===== config.mk =====
export PLATFORM = sky130hd
export DESIGN_NAME = lzwvw_ctrl
export DESIGN_NICKNAME = d
export VERILOG_FILES = /design/src/sv/lzw_variable_width_compressor_macros.svh /design/src/sv/lzwvw_pkg.sv /design/src/sv/lzwvw_ctrl.sv
export SDC_FILE = /design/constraint.sdc
export NUM_CORES = 1
export LEC_CHECK = 0
export BUFFER_PORTS_ARGS = -buffer_cell sky130_fd_sc_hd__buf_2
export CELL_PAD_IN_SITES_DETAIL_PLACEMENT = 1
export CELL_PAD_IN_SITES_GLOBAL_PLACEMENT = 1
export CORE_MARGIN = 1.5
export CORE_UTILIZATION = 25
export CTS_CLUSTER_SIZE = 40
export DETAILED_ROUTE_END_ITERATION = 8
export GPL_ROUTABILITY_DRIVEN = 0
export PLACE_DENSITY = 0.67
export SLEW_MARGIN = 0
export SYNTH_ARGS = -nofsm -noshare
export SYNTH_HDL_FRONTEND = slang
export SYNTH_SLANG_ARGS = --single-unit

===== constraint.sdc =====
create_clock -name clock -period 1 [get_ports clock]
set_input_delay 0.05 -clock clock [delete_from_list [all_inputs] [get_ports clock]]
set_output_delay 0.05 -clock clock [all_outputs]
set_load 0.01 [all_outputs]

===== src/sv/lzw_variable_width_compressor_macros.svh =====
// Assertion macros shared by the LZW compressor RTL.
`ifndef LZW_VARIABLE_WIDTH_COMPRESSOR_MACROS_SVH
`define LZW_VARIABLE_WIDTH_COMPRESSOR_MACROS_SVH

// Same-cycle implication.
`define LZWVW_ASSERT_NOW(lbl, clk, rst, ante, cons, msg) \
   lbl: assert property (@(posedge clk) disable iff (rst) (ante) |-> (cons)) else $error(msg);

// Next-cycle implication.
`define LZWVW_ASSERT_NEXT(lbl, clk, rst, ante, cons, msg) \
   lbl: assert property (@(posedge clk) disable iff (rst) (ante) |=> (cons)) else $error(msg);

`endif


===== src/sv/lzwvw_pkg.sv =====
// Types and constants shared by the LZW compressor modules.
package lzwvw_pkg;

   localparam int START_WIDTH = 9;
   localparam int FIRST_FREE  = 256;

   localparam logic [1:0] KIND_DATA  = 2'd0;
   localparam logic [1:0] KIND_RESET = 2'd1;
   localparam logic [1:0] KIND_END   = 2'd2;

   typedef enum logic [2:0] {
      ST_IDLE,
      ST_START,
      ST_SLOT_RD,
      ST_CODE_RD,
      ST_CHECK,
      ST_EMIT_RST,
      ST_FLUSH,
      ST_FINISH
   } state_type;

   typedef enum logic [1:0] {
      EMIT_NONE,
      EMIT_PREFIX,
      EMIT_RESET,
      EMIT_END
   } emit_sel_type;

   typedef struct packed {
      logic         start;      // latch input transaction
      logic         first;      // first byte becomes prefix
      logic         probe;      // form key, hash to home slot
      logic         slot_rd;    // read slot table
      logic         code_rd;    // read code table
      logic         next_slot;  // linear probe step
      logic         take_hit;   // prefix <= matched code
      logic         insert;     // learn entry, advance code counter
      logic         restart;    // back to start-of-stream state
      emit_sel_type emit;
      logic         emit_last;
   } cmd_type;

   typedef struct packed {
      logic present;
      logic fin;
      logic hit;
      logic empty;
      logic will_clear;
      logic out_free;
   } status_type;

endpackage


===== src/sv/lzwvw_ctrl.sv =====
// Sequencer for the LZW compressor: lookup, insert and code emission order.
module lzwvw_ctrl
   import lzwvw_pkg::*;
(
   input  logic       clock,
   input  logic       reset,
   input  logic       req_tvalid,
   output logic       req_tready,
   input  status_type status,
   output cmd_type    cmd
);

   state_type state_ff, state_in;

   always_ff @(posedge clock) begin
      if (reset) begin
         state_ff <= ST_IDLE;
      end else begin
         state_ff <= state_in;
      end
   end

   always_comb begin
      state_in   = state_ff;
      cmd        = '0;
      cmd.emit   = EMIT_NONE;
      req_tready = 1'b0;
      unique case (state_ff)
         ST_IDLE: begin
            req_tready = 1'b1;
            if (req_tvalid) begin
               cmd.start = 1'b1;
               state_in  = ST_START;
            end
         end
         ST_START: begin
            if (!status.present) begin
               cmd.first = 1'b1;
               state_in  = status.fin ? ST_FLUSH : ST_IDLE;
            end else begin
               cmd.probe = 1'b1;
               state_in  = ST_SLOT_RD;
            end
         end
         ST_SLOT_RD: begin
            cmd.slot_rd = 1'b1;
            state_in    = ST_CODE_RD;
         end
         ST_CODE_RD: begin
            cmd.code_rd = 1'b1;
            state_in    = ST_CHECK;
         end
         ST_CHECK: begin
            priority if (status.hit) begin
               cmd.take_hit = 1'b1;
               state_in     = status.fin ? ST_FLUSH : ST_IDLE;
            end else if (!status.empty) begin
               cmd.next_slot = 1'b1;
               state_in      = ST_SLOT_RD;
            end else if (status.out_free) begin
               cmd.insert    = 1'b1;
               cmd.emit      = EMIT_PREFIX;
               cmd.emit_last = !status.fin && !status.will_clear;
               priority if (status.will_clear) begin
                  state_in = ST_EMIT_RST;
               end else if (status.fin) begin
                  state_in = ST_FLUSH;
               end else begin
                  state_in = ST_IDLE;
               end
            end else begin
               // output register still full: hold the miss until it drains
               state_in = ST_CHECK;
            end
         end
         ST_EMIT_RST: begin
            if (status.out_free) begin
               cmd.emit      = EMIT_RESET;
               cmd.emit_last = !status.fin;
               state_in      = status.fin ? ST_FLUSH : ST_IDLE;
            end
         end
         ST_FLUSH: begin
            if (status.out_free) begin
               cmd.emit = EMIT_PREFIX;
               state_in = ST_FINISH;
            end
         end
         ST_FINISH: begin
            if (status.out_free) begin
               cmd.emit      = EMIT_END;
               cmd.emit_last = 1'b1;
               cmd.restart   = 1'b1;
               state_in      = ST_IDLE;
            end
         end
         default: begin
            state_in = ST_IDLE;
         end
      endcase
   end

endmodule


* Word level (Yosys, flattened, before mapping) *
Index checks and enable logic that the tools add are counted.

operators by class
  muxes and demuxes = 35
  eq/ne operators = 11
  reductions and logical operators = 5

operators by type and width
  kind                  number
  $mux W3               12
  $pmux W3 S8           1
  $mux W1               15
  $eq A3 B3 Y1 const B  4
  $mux W2               4
  $ne A2 B2 Y1 const B  4
  $pmux W2 S4           1
  $eq A3 B2 Y1 const B  2
  $mux W4               1
  $reduce_and A4 Y1     1
  $eq A3 B1 Y1 const B  1
  $logic_not A3 Y1      1
  $pmux W1 S3           1
  $logic_not A1 Y1      2
  $logic_and A1 B1 Y1   1

storage, ports and cells
  word-level logic and storage cells = 52
  input bits = 9
  output and inout bits = 13
  register bits after elaboration = 3

* Longest topological paths before layout *
  word-level depth = 6
  mapped depth = 4
  mapped depth without buffers = 3

* Least setup slack after synthesis *
No wires, ideal clock.

  path kind = register to register
  start = reg state_ff[1]
  end = reg state_ff[2]
  slack = -0.131 ns
  buffers on the path = 1
  arrival = 1.042 ns
  required time = 0.912 ns
  stages on the path, launching flop included = 5
  period minus slack after synthesis = 1.131 ns
  setup time = 0.088 ns
  path through = dfxtp_1 -> buf_4 -> nor2_1 -> a221o_1 -> a311oi_2

on the way
  word-level cells in the longest chain between the ends = 3
  elaborated cells between the ends (all ways) = 14
  classes of those cells = eq/ne: 11; mux: 1; reduce/logical: 2

ends and longest elaborated chain
  element                                           line              RTL
  start, declared                                   lzwvw_ctrl.sv:13  state_type state_ff, state_in;
  start signal, assigned                            lzwvw_ctrl.sv:19  state_ff <= state_in;
  $eq A3 B3 Y1 or $logic_not A3 Y1 (tied branches)  lzwvw_ctrl.sv:28  unique case (state_ff)
  $ne A2 B2 Y1 (no source line)                     n/a
  $reduce_and A4 Y1 (no source line)                n/a

Parallel ways exist; a longest one is shown, timed or not.
A chain may end at the register's enable or synchronous reset.

==> Implementation_results.wiki <==
{| class="wikitable"
! Metric !! Value
|-
| Setup violation total in the final timing report || 16
|-
| Clock tree from TritonCTS || yes
|-
| Detailed router's first-iteration violation count || 11
|-
| Busiest layer in global routing || met2
|-
| Maximum root-to-sink buffer count || 2
|-
| Top flip-flop cell by instance count after synthesis || dfxtp_1
|-
| Synth-to-layout area growth || 119%
|-
| Post-Synthesis Net Count || 62
|-
| Flip-flop count of the largest register after layout || 3
|-
| Met3 usage in global routing || 4.26%
|-
| Initial core utilization || between 20% and 30%
|-
| Max cap viols || 0
|-
| Post-synthesis instance area || 399 µm²
|-
| Part of the power in the clock network || about 37%
|-
| Distinct cell type count after synthesis || 30
|-
| H-tree depth || 1
|-
| Internal power || 0.389 mW
|-
| Floorplan row count || 14
|-
| Largest fanout on the critical path || 5
|-
| Placed instance area || 576 µm²
|-
| Unrepaired setup endpoints after global routing || yes
|-
| Tot GR Track Use || 21.3%
|-
| Violated checks || negative setup slack
|-
| Final Hold Violating Endpoints || 0
|-
| Critical path data arrival time || 1.33 ns
|-
| Register with the most flip-flops || state_ff
|-
| Clock root buffer master || clkbuf_4
|-
| Total power || 0.590 mW
|-
| Footprint of the multi-input gates || 405 µm²
|-
| Global-route wire length before repair || between 2000 and 3000 µm
|-
| Via count || 595
|-
| Estimated wirelength of the detail-placed design || 1110 µm
|-
| Tmin final || 1.38 ns
|-
| Pleak || 0.384 nW
|-
| Met2 Use GR || 36.4%
|-
| Switching power summed over all nets || between 0.2 and 0.25 mW
|-
| Proportion of netlist area held by the largest area contributor || 15.0%
|-
| Number of buffers added on ports || 21
|-
| Number of pins with negative max-slew slack in the final report || 0
|-
| Synthesized flop and latch total || 3
|-
| Worst-case headroom to the max-slew limit || around 73%
|-
| Actual transition at the worst max-transition pin || 0.403 ns
|-
| Final net count || 107
|-
| Cell type contributing the most total cell area after synthesis || dfxtp_1
|-
| Antenna violations before repair || 0
|-
| Outcome || finished, violations left
|-
| Avg WL per Cell || 17.8 µm
|-
| Post-detailed-route via-to-cell ratio || 5.27
|-
| Length of the first detailed-routing pass in iterations || 2
|-
| Required time worst endpoint || roughly 0.95 ns
|-
| Type of the setup path with the least slack || flop to primary output
|-
| Cells taking the most area after synthesis || dfxtp_1 15%, and2_1 7.8%, nor2b_1 7.8%
|-
| Clk pin slew, worst setup/hold paths || 0.04 ns
|-
| Overflow after GRT || 0
|-
| Count of yosys warnings during synthesis || 0
|-
| Ports || 22
|-
| Final sum of negative setup slack || -4.72 ns
|-
| Final routed wirelength across all metal layers || between 2000 and 2500 µm
|-
| Total die area || about 1800 µm²
|-
| Part of the Yosys area used for sequential elements || 15.0%
|-
| Post-route cell area || between 800 and 900 µm²
|-
| Die width || 43.0 µm
|-
| Highest attainable clock frequency || approximately 720 MHz
|-
| Nature of the critical path endpoint || primary output
|-
| Routing usage on met1 || between 20% and 30%
|-
| Minimum setup slack in the final design || -0.383 ns
|-
| Power per Cell Area || 675 nW/µm²
|-
| Die height || 43.0 µm
|-
| Combinational share of power || roughly 40%
|-
| Tcrit/Tclk final || 138%
|-
| Mean instance size in the synthesized netlist || 7.53 µm²
|-
| Detail Route Antenna Nets || 0
|-
| Clock skew after layout || 0.00359 ns
|-
| Placeable core area || roughly 1500 µm²
|-
| Startpoint Class || flop
|-
| Clock latency on the worst-skew pair || between 0.2 and 0.25 ns
|-
| Gate Count Post-Synth || between 50 and 60
|-
| Detailed-route DRC error count || 0
|-
| Sequential cell area || 71.3 µm²
|-
| Async set or reset register ratio after synthesis || 0%
|-
| Post-Place Worst Slack || -0.263 ns
|-
| Proportion of power drawn by flip-flops and latches || 23.4%
|-
| Number of global-route vias before repair || 551
|-
| Share of total power consumed by net switching || 34.0%
|-
| Antenna cells || 0
|-
| Number of synthesized flops with an enable pin || 0
|-
| Final standard cell utilization of the core || 58.0%
|-
| Number of filler cells placed in the layout || 184
|-
| Hold/Removal Path Class || primary input to flop
|-
| Clock sink count || 3
|-
| Largest voltage drop on the vdd net || 0.323 mV
|-
| Pin count of the biggest net entering global routing || 9
|-
| Largest registers in the final layout || state_ff: 3 flops
|-
| Inserted Clock Buffers || 3
|-
| Layout cells sized above 1 || between 70 and 80%
|}
-- placed cells by master, fill, tap and decap left out, types with 2 or more instances in the layout --
cell,instances
and2_1,2
nand4_1,2
buf_6,10
and3_4,3
buf_4,15
and2_4,3
a21oi_1,2
buf_2,16
nand3b_1,2
a21o_1,2
dfxtp_4,3
nor2b_1,5
clkbuf_4,3
a311oi_2,2
nor3_2,2
nand2b_1,2
-- cells by family (layout without fill, tap and decap cells) --
logic type	after synthesis	after routing	share of synthesized area (%)
flip-flops	3	3	15.0
AO/OA/AOI/OAI	14	14	27.0
AND/OR/NAND/NOR	31	31	50.2
buffers and inverters	5	49	7.84
-- final timing paths --
check | start | end | slack, ns | cells past startpoint
min | reset | state_ff[1] | 0.04 | 2
max | state_ff[2] | cmd[0] | -0.38 | 5
min reg2reg | state_ff[0] | state_ff[2] | 0.75 | 3
max reg2reg | state_ff[1] | state_ff[1] | -0.36 | 5
-- critical path, stage by stage, from the launching register on --
cell,delay (ns)
dfxtp_4,0.35
buf_4,0.15
and3_4,0.18
and2_4,0.15
o21bai_1,0.14
buf_2,0.14
-- per-stage QoR --
step | hold slack [ns] | instances
global route | 0.0300 | 113
CTS | 0.0157 | 108
finish | 0.0368 | 113
global placement | 0.265 | 96
floorplan | 0.115 | 53
detailed placement | 0.272 | 96
-- final cells by class --
type,count,share of cell area (%)
clock buffers,4,3.01
well taps,16,2.29
repair buffers,43,39.0
inverters,2,1.15
multi-input cells,45,46.4
flip-flops and latches,3,8.17
-- what timing repair did --
action                                  4_1_cts  5_1_grt
gates resized for setup                      21       16
buffers inserted                              8        5
pin swaps                                    11       10
endpoints found under the setup margin       16       16
hold buffers                                  0        0
-- power groups by stage --
stage / Clock (mW) / Sequential (mW) / Combinational (mW)
after floorplan: 0 / 0.133 / 0.0948
after global placement: 0 / 0.143 / 0.157
after detailed placement: 0 / 0.142 / 0.160
after CTS: 0.228 / 0.137 / 0.196
after global routing: 0.233 / 0.138 / 0.252
final: 0.218 / 0.138 / 0.234
-- routing by layer --
layer / share of wire, % / routed length, µm
met1: 43 / 868
met2: 54 / 1070
met5: 0 / 0
met3: 2.7 / 55
met4: 0.45 / 9
-- cell usage after synthesis, types with 2 or more instances --
master    n
inv_1     2
a21oi_1   3
nand3b_1  2
a21o_1    2
nor2_1    2
dfxtp_1   3
nand4_1   2
nor3_1    2
nand2b_1  3
a311oi_1  2
nor2b_1   5
and2_1    5
and3_1    3
No activity file was read; power rests on OpenSTA's default activity.
